--- src/hdl/assert_macros.svh ---
// Assertion helpers shared by the downscaler modules.
// Each macro expects a clock named clk and an active-low reset named rst_n in scope.
`ifndef ASSERT_MACROS_SVH
`define ASSERT_MACROS_SVH

// The property must hold at every clock edge once reset is released.
`define ASSERT_ALWAYS(label, prop, msg) \
    label: assert property (@(posedge clk) disable iff (!rst_n) (prop)) else $error(msg);

// When the condition holds, the consequence must hold in the same cycle.
`define ASSERT_IMPLIES(label, cond, cons, msg) \
    label: assert property (@(posedge clk) disable iff (!rst_n) (cond) |-> (cons)) \
        else $error(msg);

`endif

--- src/hdl/rbd_pkg.sv ---
// ----------------------------------------------------------------------------
// rbd_pkg
// Types and constants shared by the 2x2 box downscaler modules.
// ----------------------------------------------------------------------------
package rbd_pkg;

    localparam int MAX_WIDTH  = 2048;
    localparam int LINE_DEPTH = MAX_WIDTH / 2;
    localparam int COL_W      = $clog2(MAX_WIDTH);
    localparam int ADDR_W     = $clog2(LINE_DEPTH);
    localparam int WIDTH_W    = 12;
    localparam int EW_A       = ($clog2(MAX_WIDTH + 1) > WIDTH_W) ? $clog2(MAX_WIDTH + 1)
                                                                  : WIDTH_W;
    // Width used for every comparison against the line width.
    localparam int EW_W       = (EW_A > COL_W + 1) ? EW_A : COL_W + 1;
    localparam int PIX_W      = 8;
    localparam int SUM_W      = PIX_W + 1;
    localparam int TOT_W      = PIX_W + 2;
    localparam int LINE_W     = 3 * SUM_W;
    localparam int QUEUE_DEPTH = 4;
    localparam int QPTR_W     = $clog2(QUEUE_DEPTH);

    localparam logic [WIDTH_W-1:0] LINE_WIDTH_RESET = WIDTH_W'(640);

    typedef struct packed {
        logic             frame_start;
        logic [PIX_W-1:0] chan0;
        logic [PIX_W-1:0] chan1;
        logic [PIX_W-1:0] chan2;
    } pix_in_t;

    typedef struct packed {
        logic [PIX_W-1:0] out0;
        logic [PIX_W-1:0] out1;
        logic [PIX_W-1:0] out2;
        logic             row_end;
    } pix_out_t;

    typedef enum logic [0:0] {
        CMD_STORE = 1'b0,
        CMD_EMIT  = 1'b1
    } cmd_op_t;

    typedef struct packed {
        cmd_op_t          op;
        logic [ADDR_W-1:0] addr;
        logic [SUM_W-1:0] sum0;
        logic [SUM_W-1:0] sum1;
        logic [SUM_W-1:0] sum2;
        logic             row_end;
    } cmd_t;

    // Handshake between the command queue and the back end.
    typedef struct packed {
        logic empty;
        logic full;
    } queue_status_t;

endpackage

--- src/hdl/rbd_front.sv ---
// ----------------------------------------------------------------------------
// rbd_front
// Tracks column and row parity, forms horizontal pair sums and classifies
// each pixel as a line-store write, an emit command or nothing.
// ----------------------------------------------------------------------------
module rbd_front
    import rbd_pkg::*;
(
    input  logic               clk,
    input  logic               rst_n,
    input  logic               cfg_valid,
    input  logic [WIDTH_W-1:0] cfg_data,
    input  logic               accept,
    input  pix_in_t            pix,
    output logic               push,
    output cmd_t               cmd
);

    logic [WIDTH_W-1:0] line_width_reg;
    logic [COL_W-1:0]   column_reg;
    logic [COL_W-1:0]   column_next;
    logic               row_odd_reg;
    logic               row_odd_next;
    logic [PIX_W-1:0]   left0_reg;
    logic [PIX_W-1:0]   left1_reg;
    logic [PIX_W-1:0]   left2_reg;

    logic [EW_W-1:0]    lw_ext;
    logic [EW_W-1:0]    width_eff;
    logic [EW_W-1:0]    pairs;
    logic [COL_W-1:0]   col_cur;
    logic               odd_cur;
    logic [EW_W-1:0]    pair_idx;
    logic [EW_W-1:0]    col_inc;
    logic               in_range;
    logic               wrap;

    always_comb
    begin
        lw_ext = EW_W'(line_width_reg);
        if (lw_ext < EW_W'(2))
        begin
            width_eff = EW_W'(2);
        end
        else if (lw_ext > EW_W'(MAX_WIDTH))
        begin
            width_eff = EW_W'(MAX_WIDTH);
        end
        else
        begin
            width_eff = lw_ext;
        end
        pairs = width_eff >> 1;

        // A frame start clears position before this pixel is classified.
        col_cur  = pix.frame_start ? '0 : column_reg;
        odd_cur  = pix.frame_start ? 1'b0 : row_odd_reg;
        pair_idx = EW_W'(col_cur >> 1);
        in_range = pair_idx < pairs;
        col_inc  = EW_W'(col_cur) + EW_W'(1);
        wrap     = col_inc >= width_eff;

        column_next  = wrap ? '0 : col_inc[COL_W-1:0];
        row_odd_next = wrap ? ~odd_cur : odd_cur;

        push        = accept && col_cur[0] && in_range;
        cmd.op      = odd_cur ? CMD_EMIT : CMD_STORE;
        cmd.addr    = pair_idx[ADDR_W-1:0];
        cmd.sum0    = SUM_W'(left0_reg) + SUM_W'(pix.chan0);
        cmd.sum1    = SUM_W'(left1_reg) + SUM_W'(pix.chan1);
        cmd.sum2    = SUM_W'(left2_reg) + SUM_W'(pix.chan2);
        cmd.row_end = pair_idx == (pairs - EW_W'(1));
    end

    always_ff @(posedge clk or negedge rst_n)
    begin
        if (!rst_n)
        begin
            line_width_reg <= LINE_WIDTH_RESET;
            column_reg     <= '0;
            row_odd_reg    <= 1'b0;
            left0_reg      <= '0;
            left1_reg      <= '0;
            left2_reg      <= '0;
        end
        else
        begin
            if (cfg_valid)
            begin
                line_width_reg <= cfg_data;
            end
            if (accept)
            begin
                column_reg  <= column_next;
                row_odd_reg <= row_odd_next;
                if (!col_cur[0])
                begin
                    left0_reg <= pix.chan0;
                    left1_reg <= pix.chan1;
                    left2_reg <= pix.chan2;
                end
            end
        end
    end

endmodule

--- config.mk ---
export PLATFORM = sky130hd
export DESIGN_NAME = rbd_front
export DESIGN_NICKNAME = d
export VERILOG_FILES = /design/src/hdl/assert_macros.svh /design/src/hdl/rbd_pkg.sv /design/src/hdl/rbd_front.sv
export SDC_FILE = /design/constraint.sdc
export NUM_CORES = 1
export LEC_CHECK = 0
export ABC_AREA = 1
export BUFFER_PORTS_ARGS = -buffer_cell sky130_fd_sc_hd__buf_2
export CORE_MARGIN = 5
export CORE_UTILIZATION = 42
export CTS_BUF_LIST = sky130_fd_sc_hd__clkbuf_4 sky130_fd_sc_hd__clkbuf_8 sky130_fd_sc_hd__clkbuf_16
export DETAILED_ROUTE_END_ITERATION = 8
export GPL_TIMING_DRIVEN = 0
export PLACE_DENSITY = 0.65
export RECOVER_POWER = 100
export SYNTH_ARGS = -nofsm -noshare
export SYNTH_HDL_FRONTEND = slang
export SYNTH_SLANG_ARGS = --single-unit
--- constraint.sdc ---
create_clock -name clk -period 4.11 [get_ports clk]
set_input_delay 0.822 -clock clk [delete_from_list [all_inputs] [get_ports clk]]
set_output_delay 0.822 -clock clk [all_outputs]
set_load 0.005 [all_outputs]
Word level (Yosys, flattened, before mapping):

Index checks and enable logic that the tools add are counted.

* bits in read-only memories: 0
* input port bits: 41
* output and inout port bits: 40
* bits in registers: 48
* bits in writable memories: 0
* memories kept: 0
* latch bits: 0

* bitwise operators: 2
* add/subtract/negate cells: 5
* reduce and logical (&&, ||, !) cells: 3
* order comparisons: 4
* muxes and demuxes: 7
* divide/modulo/power cells: 0
* eq/ne operators: 1
* shift-type cells: 0
* multipliers: 0

Operator list (number)
* $add A8 B8 Y9: 3
* $mux W12: 2
* $mux W11: 2
* $add A11 B1 Y12 const B: 1
* $eq A10 B12 Y1: 1
* $ge A12 B12 Y1: 1
* $gt A12 B12 Y1 const B: 1
* $lt A12 B2 Y1 const B: 1
* $sub A11 B1 Y12 const B: 1
* $lt A10 B11 Y1: 1
* $mux W1: 3
* $logic_and A1 B1 Y1: 2
* $not A1 Y1: 2
* $reduce_and A2 Y1: 1

Logic depth before layout (Yosys ltp):

* depth in word-level cells: 5
* mapped depth: 18
* mapped depth without buffers: 18

Worst setup path before layout:

Ideal clock, no wire load.

* kind: input port to flip-flop
* start point: input port pix[24] (netlist name)
* end point: register column_reg[10]
* slack: 1042 ps
* buffers on the path: 0
* arrival: 2991 ps
* required time: 4033 ps
* cell stages on the path: 16
* library setup time: 77 ps
* cells stage by stage: nor2_4 nand3_4 nor3_4 nand4_2 or2_0 or2_1 nand2_1 inv_2 ha_1 a21oi_1 o21ai_0 a21oi_1 nand3_1 inv_1 nand3_1 o21ai_1

* longest elaborated chain between the ends: 4

Ends and longest elaborated chain
* start, declared: RTL line rbd_front.sv:14 `input pix_in_t pix,`
* $mux W11 *: RTL line rbd_front.sv:56 `col_cur = pix.frame_start ? '0 : column_reg;`
* $add A11 B1 Y12 *: RTL line rbd_front.sv:60 `col_inc = EW_W'(col_cur) + EW_W'(1);`
* $ge A12 B12 Y1: RTL line rbd_front.sv:61 `wrap = col_inc >= width_eff;`
* $mux W11 *: RTL line rbd_front.sv:63 `column_next = wrap ? '0 : col_inc[COL_W-1:0];`
* end signal, assigned: RTL line rbd_front.sv:94 `column_reg <= column_next;`
* end, declared: RTL line rbd_front.sv:20 `logic [COL_W-1:0] column_reg;`

Every way passes the cells marked *; elsewhere a longest branch is shown, timed or not.
A chain may end at the register's enable or synchronous reset.

Worst setup path in the final report:

* start point: input port pix[24] (netlist name)
* end point: output port push

* longest elaborated chain between the ends: 3
* elaborated cells between the ends (all ways): 4

Ends and longest elaborated chain
* $mux W11 *: RTL line rbd_front.sv:56
* $lt A10 B11 Y1 or $logic_and A1 B1 Y1 (tied branches): RTL line rbd_front.sv:59, rbd_front.sv:66
* $logic_and A1 B1 Y1 *: RTL line rbd_front.sv:66 `push = accept && col_cur[0] && in_range;`
* end, declared: RTL line rbd_front.sv:15 `output logic push,`

Marks and branches as above.

==> flow_summary_export.csv <==
group,metric,value,unit
clocking,clock_latency,0.31,ns
critical_path,crit_chain,"clkbuf_1 > clkbuf_1 > nor2_1 > ha_1 > nand2_1 > inv_1 > o21ai_0 > nand2_1 > o21bai_1 > a31oi_1 > o21bai_1 > a21oi_1 > clkbuf_2",
floorplan,rows,35,
finish,largest_reg_flops,12,
routing,firstDrtPassIters,5,
timing,rsz0062_at_grt,"no",
synthesis,ys_seq_area_share,30.2,%
timing,final.period_utilization,91.7,%
synthesis,async_reset_ff_share,100,%
place,dpl.hpwl,7.31,mm
routing,wl,9.07,mm
clocking,cts_sinks,48,
routing,avgRoutedWirePerCell,12.8,µm
grt,grt_pass1_vias,3453,
finish,layout-drive-gt1-share,17.9,%
synthesis,yosysWarnings,0,
routing,via_count,3508,
place,dpl_cell_area,4540,µm²
floorplan,initial_utilization,43.1,%
floorplan,die_width,107,µm
critical_path,crit_fanout,10,
critical_path,arrival,2.95,ns
finish,area_delta_synth_final,15.0,%
timing,setup_tns,0,ns
floorplan,die_h,107,µm
synthesis,synthesis.area,3980,µm²
worst_hold_path,hp-class,"register to register",
power,vdd_drop_max,0.193,mV
power,p_leak,2.39,nW
timing,maxSlewViolCount,60,
routing,drt_iter0_markers,124,
grt,grt_use_total,16.1,%
clocking,cts_setup_buffers,0,
run,drv_cap,2,
timing,finalSetupViolCount,0,
grt,antenna_found_initial,0,
clocking,cts_made_buffers,5,
power,powerDensity,340,nW/µm²
synthesis,synth_fp_nets,586,
routing,drc,0,
synthesis,synth_largest_area_cell,"dfrtp_1",
timing,fmax,265,MHz
floorplan,num_io_pins,81,
synthesis,synth_top_area_share,28.9,%
clocking,cts_tree,"yes",
timing,tightest_slew,2.61,ns
floorplan,coreArea,9240,µm²
timing,slew_headroom,-74.3,%
clocking,htreeDepth,2,
clocking,cts_buffer_depth,2,
clocking,clk_pin_slew,0.10,ns
critical_path,critPathSlowestCell,"clkbuf_1",
clocking,cts_resized,0,
synthesis,ys_seq_elements,48,
grt,grt_pass1_wl,15.3,mm
finish,fin_nets,672,
synthesis,synth_area_leaders,"dfrtp_1, ha_1, nand2_1",
clocking,cts_hold_buf,0,
synthesis,synthCells,494,
critical_path,endpoint_kind,"primary output",
finish,finalNonFillerCells,710,
finish,n_antenna_cell,0,
status,violations,"max-capacitance violations, max-slew violations",
grt,gr-total-overflow,0,
critical_path,cp_num_buf_inv,4,
synthesis,synthFlopType,"dfrtp_1",
status,status,"finished with violations",
place,portBuffers,79,
routing,via_per_inst,4.94,
place,dp.cells,702,
finish,finalInstanceArea,4580,µm²
grt,grt_max_degree,49,
critical_path,slowest_delay,0.43,ns
clocking,clockRootBuffer,"clkbuf_8",
critical_path,start_kind,"primary input",
critical_path,crit_type,"primary input to primary output",
synthesis,syn_area_per_cell,8.06,µm²
place,gp_congestion,0.844,
timing,finalHoldViolCount,0,
critical_path,required,3.29,ns
floorplan,dieArea,11500,µm²
timing,period_needed,3.77,ns
critical_path,path_delay_family,"buffers and inverters",
timing,fin_skew,0.0109,ns
synthesis,yosysUniqueCellTypes,43,
synthesis,synth-edff-count,0,
routing,ant_nets,0,
[logic make-up (layout without fill, tap and decap cells)]
family	Yosys count	after routing	synth area share, %
AOI/OAI and AO/OA	78	78	11.0
xor gates and xnor gates	26	26	5.72
adders and majority gates	51	51	16.6
buffers and inverters	84	171	8.39
DFF	48	48	30.2
muxes	26	26	7.35
and+or+nand+nor	181	181	20.7
[area by class of cell]
cell class	instances	area [µm²]
multi-input combinational	362	2410
inverter	75	282
fill	951	4660
sequential	48	1200
buffer	9	42.5
timing repair buffer	79	360
clock inverter	3	47.5
clock buffer	5	68.8
tap	129	161
[Yosys cell counts (all sizes together), types with 2 or more instances]
cell and instances:
a21oi 23, o21ai 38, nand4 3, inv 74
nand2 91, a21o 7, fa 3, ha 48
clkbuf 3, mux2 26, dfrtp 46, xnor2 5
o31ai 3, buf 6, or2 2, dfstp 2
o21bai 2, nand3 36, xor2 21, nor3 4
nor2 43
[path summary, 6_finish.rpt]
kind	from	to	slack, ns	depth (start not counted)
worst max-delay path	pix[24]	push	0.34	13
worst min-delay path	left0_reg[5]	left0_reg[5]	0.52	1
worst max register to register	column_reg[3]	column_reg[10]	0.66	17
worst min register to register	left0_reg[5]	left0_reg[5]	0.52	1
max in group asynchronous	rst_n	line_width_reg[6]	1.29	1
min in group asynchronous	rst_n	row_odd_reg	1.32	1
[power by group]
| group | total, mW | internal [mW] | switching (mW) |
|---|---|---|---|
| logic | 0.620 | 0.274 | 0.346 |
| registers | 0.577 | 0.534 | 0.0438 |
| clock network | 0.360 | 0.184 | 0.177 |
[metal layers]
| metal | track usage, % | share of wire (%) |
|---|---|---|
| met1 | 20.6 | 46 |
| met2 | 28.4 | 48 |
| met3 | 3.18 | 4.7 |
| met4 | 3.34 | 0.82 |
| met5 | 0 | 0 |
[stage by stage]
| stage | power, mW | worst slack (ns) | hold slack (ns) | util [%] |
|---|---|---|---|---|
| 6_report | 1.56 | 0.339 | 0.517 | 49.6 |
| 5_1_grt | 1.70 | 0.0317 | 0.540 | 49.6 |
| 4_1_cts | 1.60 | 0.385 | 0.523 | 50.4 |
| 3_5_place_dp | 1.23 | 0.325 | 0.499 | 49.1 |
| 3_3_place_gp | 1.22 | 0.381 | 0.490 | 49.1 |
| 2_1_floorplan | 1.01 | 1.04 | 0.473 | - |
[cell usage in the layout, fill, tap and decap left out, drive strengths merged, types with 2 or more instances in the layout]
| master | instances |
|---|---|
| a21o | 7 |
| nand2 | 91 |
| xnor2 | 5 |
| dfrtp | 46 |
| mux2 | 26 |
| fa | 3 |
| buf | 49 |
| nand4 | 3 |
| a21oi | 23 |
| or2 | 2 |
| o21ai | 38 |
| dfstp | 2 |
| o31ai | 3 |
| o21bai | 2 |
| nor2 | 43 |
| clkbuf | 44 |
| nand3 | 36 |
| xor2 | 21 |
| ha | 48 |
| nor3 | 4 |
| inv | 74 |
| clkinv | 3 |
Note: power is estimated with default switching activity, not from simulation.
