### src/hdl/assert_macros.svh
// Assertion helpers shared by the downscaler modules.
// Each macro expects a clock named clk and an active-low reset named rst_n in scope.
`ifndef ASSERT_MACROS_SVH
`define ASSERT_MACROS_SVH

// The property must hold at every clock edge once reset is released.
`define ASSERT_ALWAYS(label, prop, msg) \
    label: assert property (@(posedge clk) disable iff (!rst_n) (prop)) else $error(msg);

// When the condition holds, the consequence must hold in the same cycle.
`define ASSERT_IMPLIES(label, cond, cons, msg) \
    label: assert property (@(posedge clk) disable iff (!rst_n) (cond) |-> (cons)) \
        else $error(msg);

`endif

### src/hdl/rbd_pkg.sv
// ----------------------------------------------------------------------------
// rbd_pkg
// Types and constants shared by the 2x2 box downscaler modules.
// ----------------------------------------------------------------------------
package rbd_pkg;

    localparam int MAX_WIDTH  = 2048;
    localparam int LINE_DEPTH = MAX_WIDTH / 2;
    localparam int COL_W      = $clog2(MAX_WIDTH);
    localparam int ADDR_W     = $clog2(LINE_DEPTH);
    localparam int WIDTH_W    = 12;
    localparam int EW_A       = ($clog2(MAX_WIDTH + 1) > WIDTH_W) ? $clog2(MAX_WIDTH + 1)
                                                                  : WIDTH_W;
    // Width used for every comparison against the line width.
    localparam int EW_W       = (EW_A > COL_W + 1) ? EW_A : COL_W + 1;
    localparam int PIX_W      = 8;
    localparam int SUM_W      = PIX_W + 1;
    localparam int TOT_W      = PIX_W + 2;
    localparam int LINE_W     = 3 * SUM_W;
    localparam int QUEUE_DEPTH = 4;
    localparam int QPTR_W     = $clog2(QUEUE_DEPTH);

    localparam logic [WIDTH_W-1:0] LINE_WIDTH_RESET = WIDTH_W'(640);

    typedef struct packed {
        logic             frame_start;
        logic [PIX_W-1:0] chan0;
        logic [PIX_W-1:0] chan1;
        logic [PIX_W-1:0] chan2;
    } pix_in_t;

    typedef struct packed {
        logic [PIX_W-1:0] out0;
        logic [PIX_W-1:0] out1;
        logic [PIX_W-1:0] out2;
        logic             row_end;
    } pix_out_t;

    typedef enum logic [0:0] {
        CMD_STORE = 1'b0,
        CMD_EMIT  = 1'b1
    } cmd_op_t;

    typedef struct packed {
        cmd_op_t          op;
        logic [ADDR_W-1:0] addr;
        logic [SUM_W-1:0] sum0;
        logic [SUM_W-1:0] sum1;
        logic [SUM_W-1:0] sum2;
        logic             row_end;
    } cmd_t;

    // Handshake between the command queue and the back end.
    typedef struct packed {
        logic empty;
        logic full;
    } queue_status_t;

endpackage

### src/hdl/rbd_queue.sv
// ----------------------------------------------------------------------------
// rbd_queue
// Short command FIFO that decouples pixel intake from line-store work.
// ----------------------------------------------------------------------------
`include "assert_macros.svh"

module rbd_queue
    import rbd_pkg::*;
(
    input  logic          clk,
    input  logic          rst_n,
    input  logic          push,
    input  cmd_t          push_cmd,
    input  logic          pop,
    output cmd_t          head,
    output queue_status_t status
);

    cmd_t              entry_reg [QUEUE_DEPTH];
    logic [QPTR_W-1:0] wr_ptr_reg;
    logic [QPTR_W-1:0] rd_ptr_reg;
    logic [QPTR_W:0]   count_reg;
    logic [QPTR_W:0]   count_next;

    always_comb
    begin
        status.empty = count_reg == '0;
        status.full  = count_reg == (QPTR_W + 1)'(QUEUE_DEPTH);
        head         = entry_reg[rd_ptr_reg];
        count_next   = count_reg + (QPTR_W + 1)'(push) - (QPTR_W + 1)'(pop);
    end

    always_ff @(posedge clk or negedge rst_n)
    begin
        if (!rst_n)
        begin
            wr_ptr_reg <= '0;
            rd_ptr_reg <= '0;
            count_reg  <= '0;
        end
        else
        begin
            if (push)
            begin
                wr_ptr_reg <= (wr_ptr_reg == QPTR_W'(QUEUE_DEPTH - 1)) ? '0
                                                                      : wr_ptr_reg + 1'b1;
            end
            if (pop)
            begin
                rd_ptr_reg <= (rd_ptr_reg == QPTR_W'(QUEUE_DEPTH - 1)) ? '0
                                                                      : rd_ptr_reg + 1'b1;
            end
            count_reg <= count_next;
        end
    end

    always_ff @(posedge clk)
    begin
        if (push)
        begin
            entry_reg[wr_ptr_reg] <= push_cmd;
        end
    end

    `ASSERT_ALWAYS(a_no_overflow, !(push && status.full), "command pushed into a full queue")
    `ASSERT_ALWAYS(a_no_underflow, !(pop && status.empty), "command popped from an empty queue")

endmodule

### config.mk
export PLATFORM = sky130hd
export DESIGN_NAME = rbd_queue
export DESIGN_NICKNAME = d
export VERILOG_FILES = /design/src/hdl/rbd_pkg.sv /design/src/hdl/rbd_queue.sv
export VERILOG_INCLUDE_DIRS = /design/src /design/src/hdl
export SDC_FILE = /design/constraint.sdc
export NUM_CORES = 1
export LEC_CHECK = 0
export ABC_AREA = 1
export BUFFER_PORTS_ARGS = -buffer_cell sky130_fd_sc_hd__buf_4
export CAP_MARGIN = 20
export CORE_MARGIN = 1.5
export CORE_UTILIZATION = 32
export CTS_BUF_LIST = sky130_fd_sc_hd__clkbuf_8
export CTS_CLUSTER_SIZE = 24
export DETAILED_ROUTE_END_ITERATION = 8
export GPL_TIMING_DRIVEN = 0
export PLACE_DENSITY = 0.61
export SETUP_SLACK_MARGIN = 0.15
export SYNTH_ARGS = -nofsm -noshare
export SYNTH_HDL_FRONTEND = slang
export SYNTH_SLANG_ARGS = --single-unit
export TNS_END_PERCENT = 5
### constraint.sdc
create_clock -name clk -period 1.95 [get_ports clk]
set_input_delay 0.0975 -clock clk [delete_from_list [all_inputs] [get_ports clk]]
set_output_delay 0.0975 -clock clk [all_outputs]
set_load 0.02 [all_outputs]
# ---- Word level (Yosys, flattened, before mapping)
# Memories as Yosys holds them, arrays and structs flattened.
# Cells that the tools add are included.
dict set report totals {
  regBits 7
  ramBits 156
  inputBits 43
  out_inout_bits 41
  elab_cells 16
  n_memories 1
}
# memory depth word_bits rd rd_clocked_by_memory_dff wr line
set memory_table {}
lappend memory_table {entry_reg 4 39 1 0 1 rbd_queue.sv:19} ;# cmd_t entry_reg [QUEUE_DEPTH];
dict set report classes {
  addsub 4
  n_eq_ne 3
  muxes 4
  n_reduce_logical 1
}
# cell n
set op_table {}
lappend op_table {{$add A2 B1 Y2 const B} 2}
lappend op_table {{$eq A2 B2 Y1 const B} 2}
lappend op_table {{$mux W2} 2}
lappend op_table {{$add A3 B1 Y3} 1}
lappend op_table {{$eq A3 B3 Y1 const B} 1}
lappend op_table {{$logic_not A3 Y1} 1}
lappend op_table {{$sub A3 B1 Y3} 1}
lappend op_table {{$mux W1} 2}

# ---- Longest topological paths before layout
# Gate-level depths: netlist of run 1.
dict set report logic_depth {
  depth_word 2
  depth_mapped 8
  ltp_nobuf 8
}

# ---- Worst setup path after synthesis of run 1
# OpenSTA, ideal clock, no wires.
dict set report synth_timing {
  kind {flip-flop to flip-flop}
  startpoint {register wr_ptr_reg[0]}
  endpoint {memory entry_reg[2][0] (netlist bit), enable pin}
  setup_ps 394
  arrival_ps 1427
  t_required_ps 1556
  path_slack_ps 129
  stages_incl_launch_ff 5
  n_path_buf 0
  synth_period_minus_slack_ps 1821
  path_cell_list {dfrtp_1 -> inv_1 -> ha_1 -> nand2_1 -> inv_1}
}
# item line
set synth_lines {}
lappend synth_lines {{from (decl)} rbd_queue.sv:20} ;# logic [QPTR_W-1:0] wr_ptr_reg;
lappend synth_lines {{from (signal assigned)} rbd_queue.sv:45} ;# wr_ptr_reg <= (wr_ptr_reg == QPTR_W'(QUEUE_DEPTH - 1)) ? '0
lappend synth_lines {{to (decl)} rbd_queue.sv:19}
# Straight into the memory's write port.

==> metrics.md, run 1 <==
| Metric | Value |
|---|---|
| Outcome | complete, no violations |
| Setup ws final | ~140 ps |
| Commonest cells post-synth | nand2_1, inv_1, edfxtp_1 |
| Clk pwr share | a little under a quarter |
| Crit end category | primary output |
| RSZ-0062 raised after global routing | yes |
| Worst-path clk slew | roughly 80 ps |
| Crit path from | rd_ptr_reg[0] |
| Launch point of the worst reg-to-reg path | wr_ptr_reg[0] |
| Total gr overflow | 0 |
| CP Class | register to primary output |
| Fill count | 1,922 |
| Fmax | approximately 550 MHz |
| Cells after DPL | roughly 1,000 |
| Setup violators final | 0 |
| Bufs on Longest Clock Path | 2 |
| Chip width | about 150 µm |
| Hold Crit Class | primary input to register |
| Avg Inst Size Synth | 10.5 µm² |
| GP Congestion | just over 0.7 |
| Adder-Cell Fraction of Synth Area | approximately 1.5% |
| Die Height | 150 µm |
| Clk sink count | around 160 |
| Largest family of logic cells by synthesized area | simple AND/OR/NAND/NOR gates |
| Initial antenna violation count | 0 |
| # port buffers | 83 |
| DR iter-0 viols | 260 |
| Mux cell area share after synthesis | 0% |
| Min Tclk post-route | 1810 ps |
| CP endpoint | head[36] |
| R2r endpoint | entry_reg[2][3] |
| Top_reg_cell synth | edfxtp_1 |
| IO Pins | between 80 and 90 |
| Synth Warn # | 0 |
| P_leak | 4.22 nW |
| Initial core utilization | between 30% and 40% |
| Sequential share of the synthesized area | 69.8% |
| Max-slew violations | 0 |
| CP Max Fanout | 10 |
| Clock Latency Late Sink | roughly 450 ps |
| # DRC | 0 |
| Post-synthesis cell count | approximately 660 |
| Largest net degree at the start of global routing | 23 |
| Cell area power density | 1390 nW/µm² |
| Final hold vios | 0 |
| Final HPWL DP | about 8.8 mm |
| Switching power share of the total | between 30% and 40% |
| WP data required | about 1900 ps |
| Share of the synthesized area in the top cell type | around 67% |
| Core area | between 20,000 and 25,000 µm² |
| Die area | between 20,000 and 25,000 µm² |
| P_int | ~8.2 mW |
| Flop pwr share | between 30% and 40% |
| Mapped Nets | approximately 700 |
| Layout overhead on the synthesized area | 30.6% |
| FFs w/ async S/R, synth | about 4.3% |
| Initial DRT Pass Iterations | 7 |
| CP arrival | 1710 ps |
| Logic pwr share | between 40% and 50% |
| Actual slew at the worst max-slew pin | approximately 560 ps |
| Reg2Reg Depth | 4 |
| Reg-to-reg slack, setup | between 200 and 300 ps |
| Hold depth | 2 |
| Post-DR wirelength/cell | roughly 14 µm |
| Final hold slack | 387 ps |
| CTS H-tree depth | 4 |
| Largest register FFs | ~160 |
| CTS tree | built |
| Vias per Instance | ~4.1 |
| Synth Cell Area | a little under 7000 µm² |
| VDD IR max | 0.481 mV |
| Most common cell in the synthesized netlist | nand2_1 |
| Vias in the first global route | about 4,500 |
| Number of synthesized flops with an enable pin | roughly 160 |
| Ranking of synthesized cells by area | edfxtp_1, nand2_1, inv_1 |
| Synth Area in Compound Gates | less than 1% |
| Total Nets Final | 867 |
| Root Buffer | clkbuf_8 |
| CTS buffer count | 17 |
| Layout cell share with drive strength beyond 1 | between 10% and 20% |
| FF+latch count, synth | around 160 |
| Max Clock Skew | about 8.6 ps |
| Via count | around 4,600 |
| Setup_tns | 0 ps |
| Total GRT Usage | between 10 and 15% |
| Fin crit share | 92.8% |
| Largest area contributor in the netlist | edfxtp_1 |
| Ant diodes | 0 |
| Synth cell types | 17 |
| Switching power | between 4 and 5 mW |
| Critical path startpoint category | register |
| Post-DRT Antenna Nets | 0 |
| Non-filler cells, final | roughly 1,100 |
| Utilization after layout | a little over two fifths |
| Simple-gate share of the synthesized area | about 17% |
| Place WS | -263 ps |
| Relative slew slack | ~63% |
| Row count | 53 |
| Drt total wl | 15.0 mm |
| First-pass GRT wire length | about 23 mm |
| Max-Cap Viols | 0 |
| Post-Synth XOR/XNOR Area | 0% |
[cell usage in the layout, fill, tap and decap left out, drive strengths merged]
master,n
nand2,208
inv,172
edfxtp,156
buf,115
nand3,79
dlygate4sd3,43
clkbuf,19
bufinv,7
dfrtp,7
ha,7
o21ai,4
clkinv,4
nor2,3
clkinvlp,2
nor3,1
fa,1
[power groups by stage]
stage / Clock [mW] / Combinational (mW) / Sequential [mW]
finish: 2.96 / 5.07 / 4.64
global route: 3.16 / 5.59 / 4.70
CTS: 3.02 / 5.01 / 4.64
detailed placement: 0 / 4.76 / 4.72
global placement: 0 / 4.65 / 4.75
floorplan: 0 / 2.81 / 4.70
[critical path, cell delays in order (launching register included)]
cell and delay (ps):
dfrtp_1 400, buf_6 150, inv_8 100, buf_8 120, buf_8 130, nand2_1 50
nand3_1 60, nand2_1 80, buf_4 160
[timing repair]
item | in CTS | in global routing
setup endpoints to repair | 78 | 59
hold buffers | 43 | 0
setup buffers | 4 | 1
pin swaps | 0 | 1
gates cloned | 1 | 1
endpoints found under the hold margin | 168 | 0
gates resized for setup | 17 | 27
[stage by stage]
| stage | power [mW] | area, µm² |
|---|---|---|
| after floorplan | 7.51 | 6960 |
| after global placement | 9.40 | 7930 |
| after detailed placement | 9.49 | 7990 |
| after CTS | 12.7 | 9000 |
| after global routing | 13.5 | 9090 |
| final | 12.7 | 9090 |
[kinds of logic (layout without fill, tap and decap cells)]
group / after synthesis / count (layout)
and+or+nand+nor: 291 / 291
buffers and inverters: 195 / 362
DFF: 163 / 163
adders and majority gates: 8 / 8
AOI/OAI and AO/OA: 4 / 4
[worst min-delay path by stage]
stage / from / end / slack [ps]
6_report: push_cmd[25] / entry_reg[0][25] / 390
5_1_grt: push_cmd[25] / entry_reg[0][25] / 360
4_1_cts: push_cmd[13] / entry_reg[3][13] / 350
3_5_place_dp: rst_n / count_reg[0] / -80
3_3_place_gp: rst_n / count_reg[0] / -80
2_1_floorplan: rst_n / count_reg[0] / -200
[area by class of cell]
cell class / instances / area (µm²) / area share, %
flip-flops and latches: 163 / 4860 / 53.5
multi-input cells: 303 / 1330 / 14.6
repair buffers: 135 / 1190 / 13.1
inverters: 170 / 649 / 7.14
well taps: 275 / 344 / 3.79
clock inverters: 14 / 258 / 2.84
clock buffers: 17 / 234 / 2.57
plain buffers: 25 / 218 / 2.40
repair inverters: 1 / 7.51 / 0.0826
[metal layers]
metal  vias to the layer above  global-route usage, %  share of wire [%]
met5                         -                      0                  0
met4                         0                   6.13                1.3
met2                        92                   23.1                 49
met1                      2082                   17.3                 45
met3                        13                   3.70                4.8
li1                       2366                      -                  -
Note: power is estimated with default switching activity, not from simulation.
==> run 2, diff against run 1 <==
Settings changed: ABC_AREA 1 to 0.
==> run 2 against run 1 <==
Compared with the run above:
- total power down 5.3%
- sequential power about the same
- non-clock buffer count down 15
- final area down 9.6%
- flip-flop and latch count unchanged
- count of clock-buffer cells in the layout unchanged
- setup slack worse by 130 ps
- core utilization up 0.97 points
- first-iteration DRC count down 62%
- clock skew up 4.9 ps
- global-route usage down 1.7 points
==> metrics.md, run 2 <==
| Metric | Value |
|---|---|
| P_leak | 2.89 nW (-31%) |
| Drt total wl | 11.7 mm (-22%) |
| RSZ-0062 raised after global routing | yes |
| Min Tclk post-route | 1940 ps (+130 ps) |
| Largest net degree at the start of global routing | 27 (+17%) |
| IO Pins | 84 (unchanged) |
| Post-synthesis cell count | 240 (-64%) |
| Ranking of synthesized cells by area | edfxtp_1, mux4_2, dfrtp_1 |
| Final hold slack | 385 ps (-2.70 ps) |
| Ant diodes | 0 (unchanged) |
| Post-DRT Antenna Nets | 0 (unchanged) |
| Largest area contributor in the netlist | edfxtp_1 |
| Layout overhead on the synthesized area | 35.0% |
| Vias per Instance | 4.58 (+11%) |
| Switching power share of the total | 30.0% (-5.3 points) |
| Max-slew violations | 0 (unchanged) |
| CTS buffer count | 17 (unchanged) |
| Clk pwr share | 21.1% (-2.3 points) |
| Worst-path clk slew | 90 ps (about the same) |
| Initial DRT Pass Iterations | 4 (-3) |
| Chip width | 141 µm (-6.4%) |
| Clk sink count | 163 (unchanged) |
| Die area | 19,900 µm² (-12%) |
| Initial core utilization | 32.5% (-0.37 points) |
| Vias in the first global route | 3,181 (-29%) |
| Largest register FFs | 156 (unchanged) |
| Most common cell in the synthesized netlist | edfxtp_1 |
| Cells after DPL | 561 (-45%) |
| Logic pwr share | 40.1% (about the same) |
| CP Class | register to primary output |
| First-pass GRT wire length | 17.6 mm (-23%) |
| Core area | 18,700 µm² (-12%) |
| Fin crit share | 99.5% (+6.7 points) |
| DR iter-0 viols | 100 (-62%) |
| Final hold vios | 0 (unchanged) |
| Outcome | complete, no violations |
| CTS H-tree depth | 4 (unchanged) |
| CP arrival | 1840 ps (+130 ps) |
| Initial antenna violation count | 0 (unchanged) |
| Crit end category | primary output |
| Final HPWL DP | 6.98 mm (-20%) |
| Hold Crit Class | primary input to register |
| Max Clock Skew | 13.5 ps (+4.85 ps) |
| GP Congestion | 0.694 (-2.2%) |
| CP Max Fanout | 5 (-5) |
| Commonest cells post-synth | edfxtp_1, mux4_2, dfrtp_1, ha_1, inv_1 |
| Via count | 2,935 (-36%) |
| Top_reg_cell synth | edfxtp_1 |
| Root Buffer | clkbuf_8 |
| Most common cell after layout, fill and taps aside | edfxtp_1 |
| Non-filler cells, final | 641 (-42%) |
| Relative slew slack | 68.5% (+6.0 points) |
| Switching power | 3.60 mW (-19%) |
| Flop pwr share | 38.8% (+2.2 points) |
| Row count | 50 (-5.7%) |
| # port buffers | 83 (unchanged) |
| Total Nets Final | 446 (-49%) |
| P_int | 8.40 mW (+2.5%) |
| Cell area power density | 1460 nW/µm² (+4.8%) |
| Clock Latency Late Sink | 450 ps (about the same) |
| Fmax | 515 MHz (-6.7%) |
| FFs w/ async S/R, synth | 4.29% (unchanged) |
| Most frequent cells in the layout | edfxtp_1, buf_4, dlygate4sd3_1, buf_6, mux4_2 |
| Sequential share of the synthesized area | 79.9% (+10 points) |
| Total gr overflow | 0 (unchanged) |
| FF+latch count, synth | 163 (unchanged) |
| Actual slew at the worst max-slew pin | 473 ps (-88.6 ps) |
| VDD IR max | 0.610 mV (+27%) |
| Synth cell types | 20 (+3) |
| Setup violators final | 0 (unchanged) |
| Mapped Nets | 291 (-59%) |
| Synth Warn # | 0 (unchanged) |
| Bufs on Longest Clock Path | 2 (unchanged) |
| Layout cell share with drive strength beyond 1 | 42.5% (+24 points) |
| Synth Cell Area | 6090 µm² (-13%) |
| Post-DR wirelength/cell | 18.3 µm (+34%) |
| Die Height | 141 µm (-6.4%) |
| Avg Inst Size Synth | 25.4 µm² (+140%) |
| Total GRT Usage | 12.3% (-1.7 points) |
| WP data required | 1850 ps (about the same) |
| # DRC | 0 (unchanged) |
| Max-Cap Viols | 0 (unchanged) |
| Critical path startpoint category | register |
| Share of the synthesized area in the top cell type | 77.0% (+9.7 points) |
| Number of synthesized flops with an enable pin | 156 (unchanged) |
| CTS tree | built |
==> run 2: cell types whose count changed in the layout (fill, tap and decap cells not counted), sizes merged, moves of 3 or more <==
cell and delta:
nand3 -79, inv -164, nand2 -207, clkbuf +3
and2 +4, buf -18, mux4 +39, bufinv -3
==> run 2: area by class of cell <==
type	instances	area, µm²
clock buffers	17	234
fillers	1630	10500
repair buffers	136	1410
flip-flops and latches	163	4860
plain buffers	9	123
well taps	234	293
clock inverters	14	171
multi-input cells	62	1100
inverters	6	22.5
==> run 2: worst paths after layout <==
| check | startpoint | endpoint | slack [ps] | depth (start not counted) |
|---|---|---|---|---|
| max | rd_ptr_reg[0] | head[33] | 9 | 4 |
| min | push_cmd[35] | entry_reg[3][35] | 380 | 2 |
| max reg2reg | wr_ptr_reg[0] | entry_reg[3][0] | 330 | 3 |
| min reg2reg | wr_ptr_reg[1] | wr_ptr_reg[1] | 640 | 2 |
| max in group asynchronous | rst_n | rd_ptr_reg[0] | 1050 | 3 |
| min in group asynchronous | rst_n | count_reg[0] | 610 | 3 |
==> run 2: what timing repair did <==
action	4_1_cts	5_1_grt
setup buffers	0	1
endpoints found under the setup margin	39	92
gates resized for setup	40	6
hold buffers	43	0
hold endpoints to repair	168	0
cloned	0	5
==> run 2: power groups by stage <==
stage / Clock, mW / Sequential, mW / Combinational (mW)
floorplan: 0 / 4.69 / 2.59
global placement: 0 / 4.74 / 3.97
detailed placement: 0 / 4.74 / 4.13
CTS: 2.62 / 4.66 / 4.61
global route: 2.76 / 4.72 / 5.14
finish: 2.53 / 4.66 / 4.82
==> run 2: per-layer routing <==
| layer | up-vias | global-route usage [%] | share of wire [%] |
|---|---|---|---|
| li1 | 1317 | - | - |
| met1 | 1547 | 14.9 | 44 |
| met2 | 62 | 21.0 | 52 |
| met3 | 9 | 3.77 | 3.1 |
| met4 | 0 | 4.44 | 1.0 |
| met5 | - | 0 | 0 |
==> run 2: through the flow <==
step                cell area (µm²)  power [mW]  setup WS, ps  utilization (%)  TNS, ps
detailed placement             7090        8.87           192             37.9        0
global route                   8220        12.6         -76.2             43.9    -2450
floorplan                      6090        7.28         -9.51                -     -371
finish                         8220        12.0          9.49             43.9        0
global placement               7000        8.71          -887             37.4  -102040
CTS                            8070        11.9         -56.7             43.2     -750
==> run 2: cell families after synthesis <==
logic type | synth area share, %
multiplexers | 14.9
adder cells (fa/ha/maj) | 1.77
flip-flops | 79.9
XOR/XNOR | 0.288
AND/OR/NAND/NOR | 0.863
AO/OA/AOI/OAI | 0.164
buffers and inverters | 2.20
==> run 2: worst max-delay path, stage by stage (launching register included) <==
cell	delay (ps)
dfrtp_2	430
clkbuf_16	170
clkbuf_16	140
mux4_2	510
buf_6	150
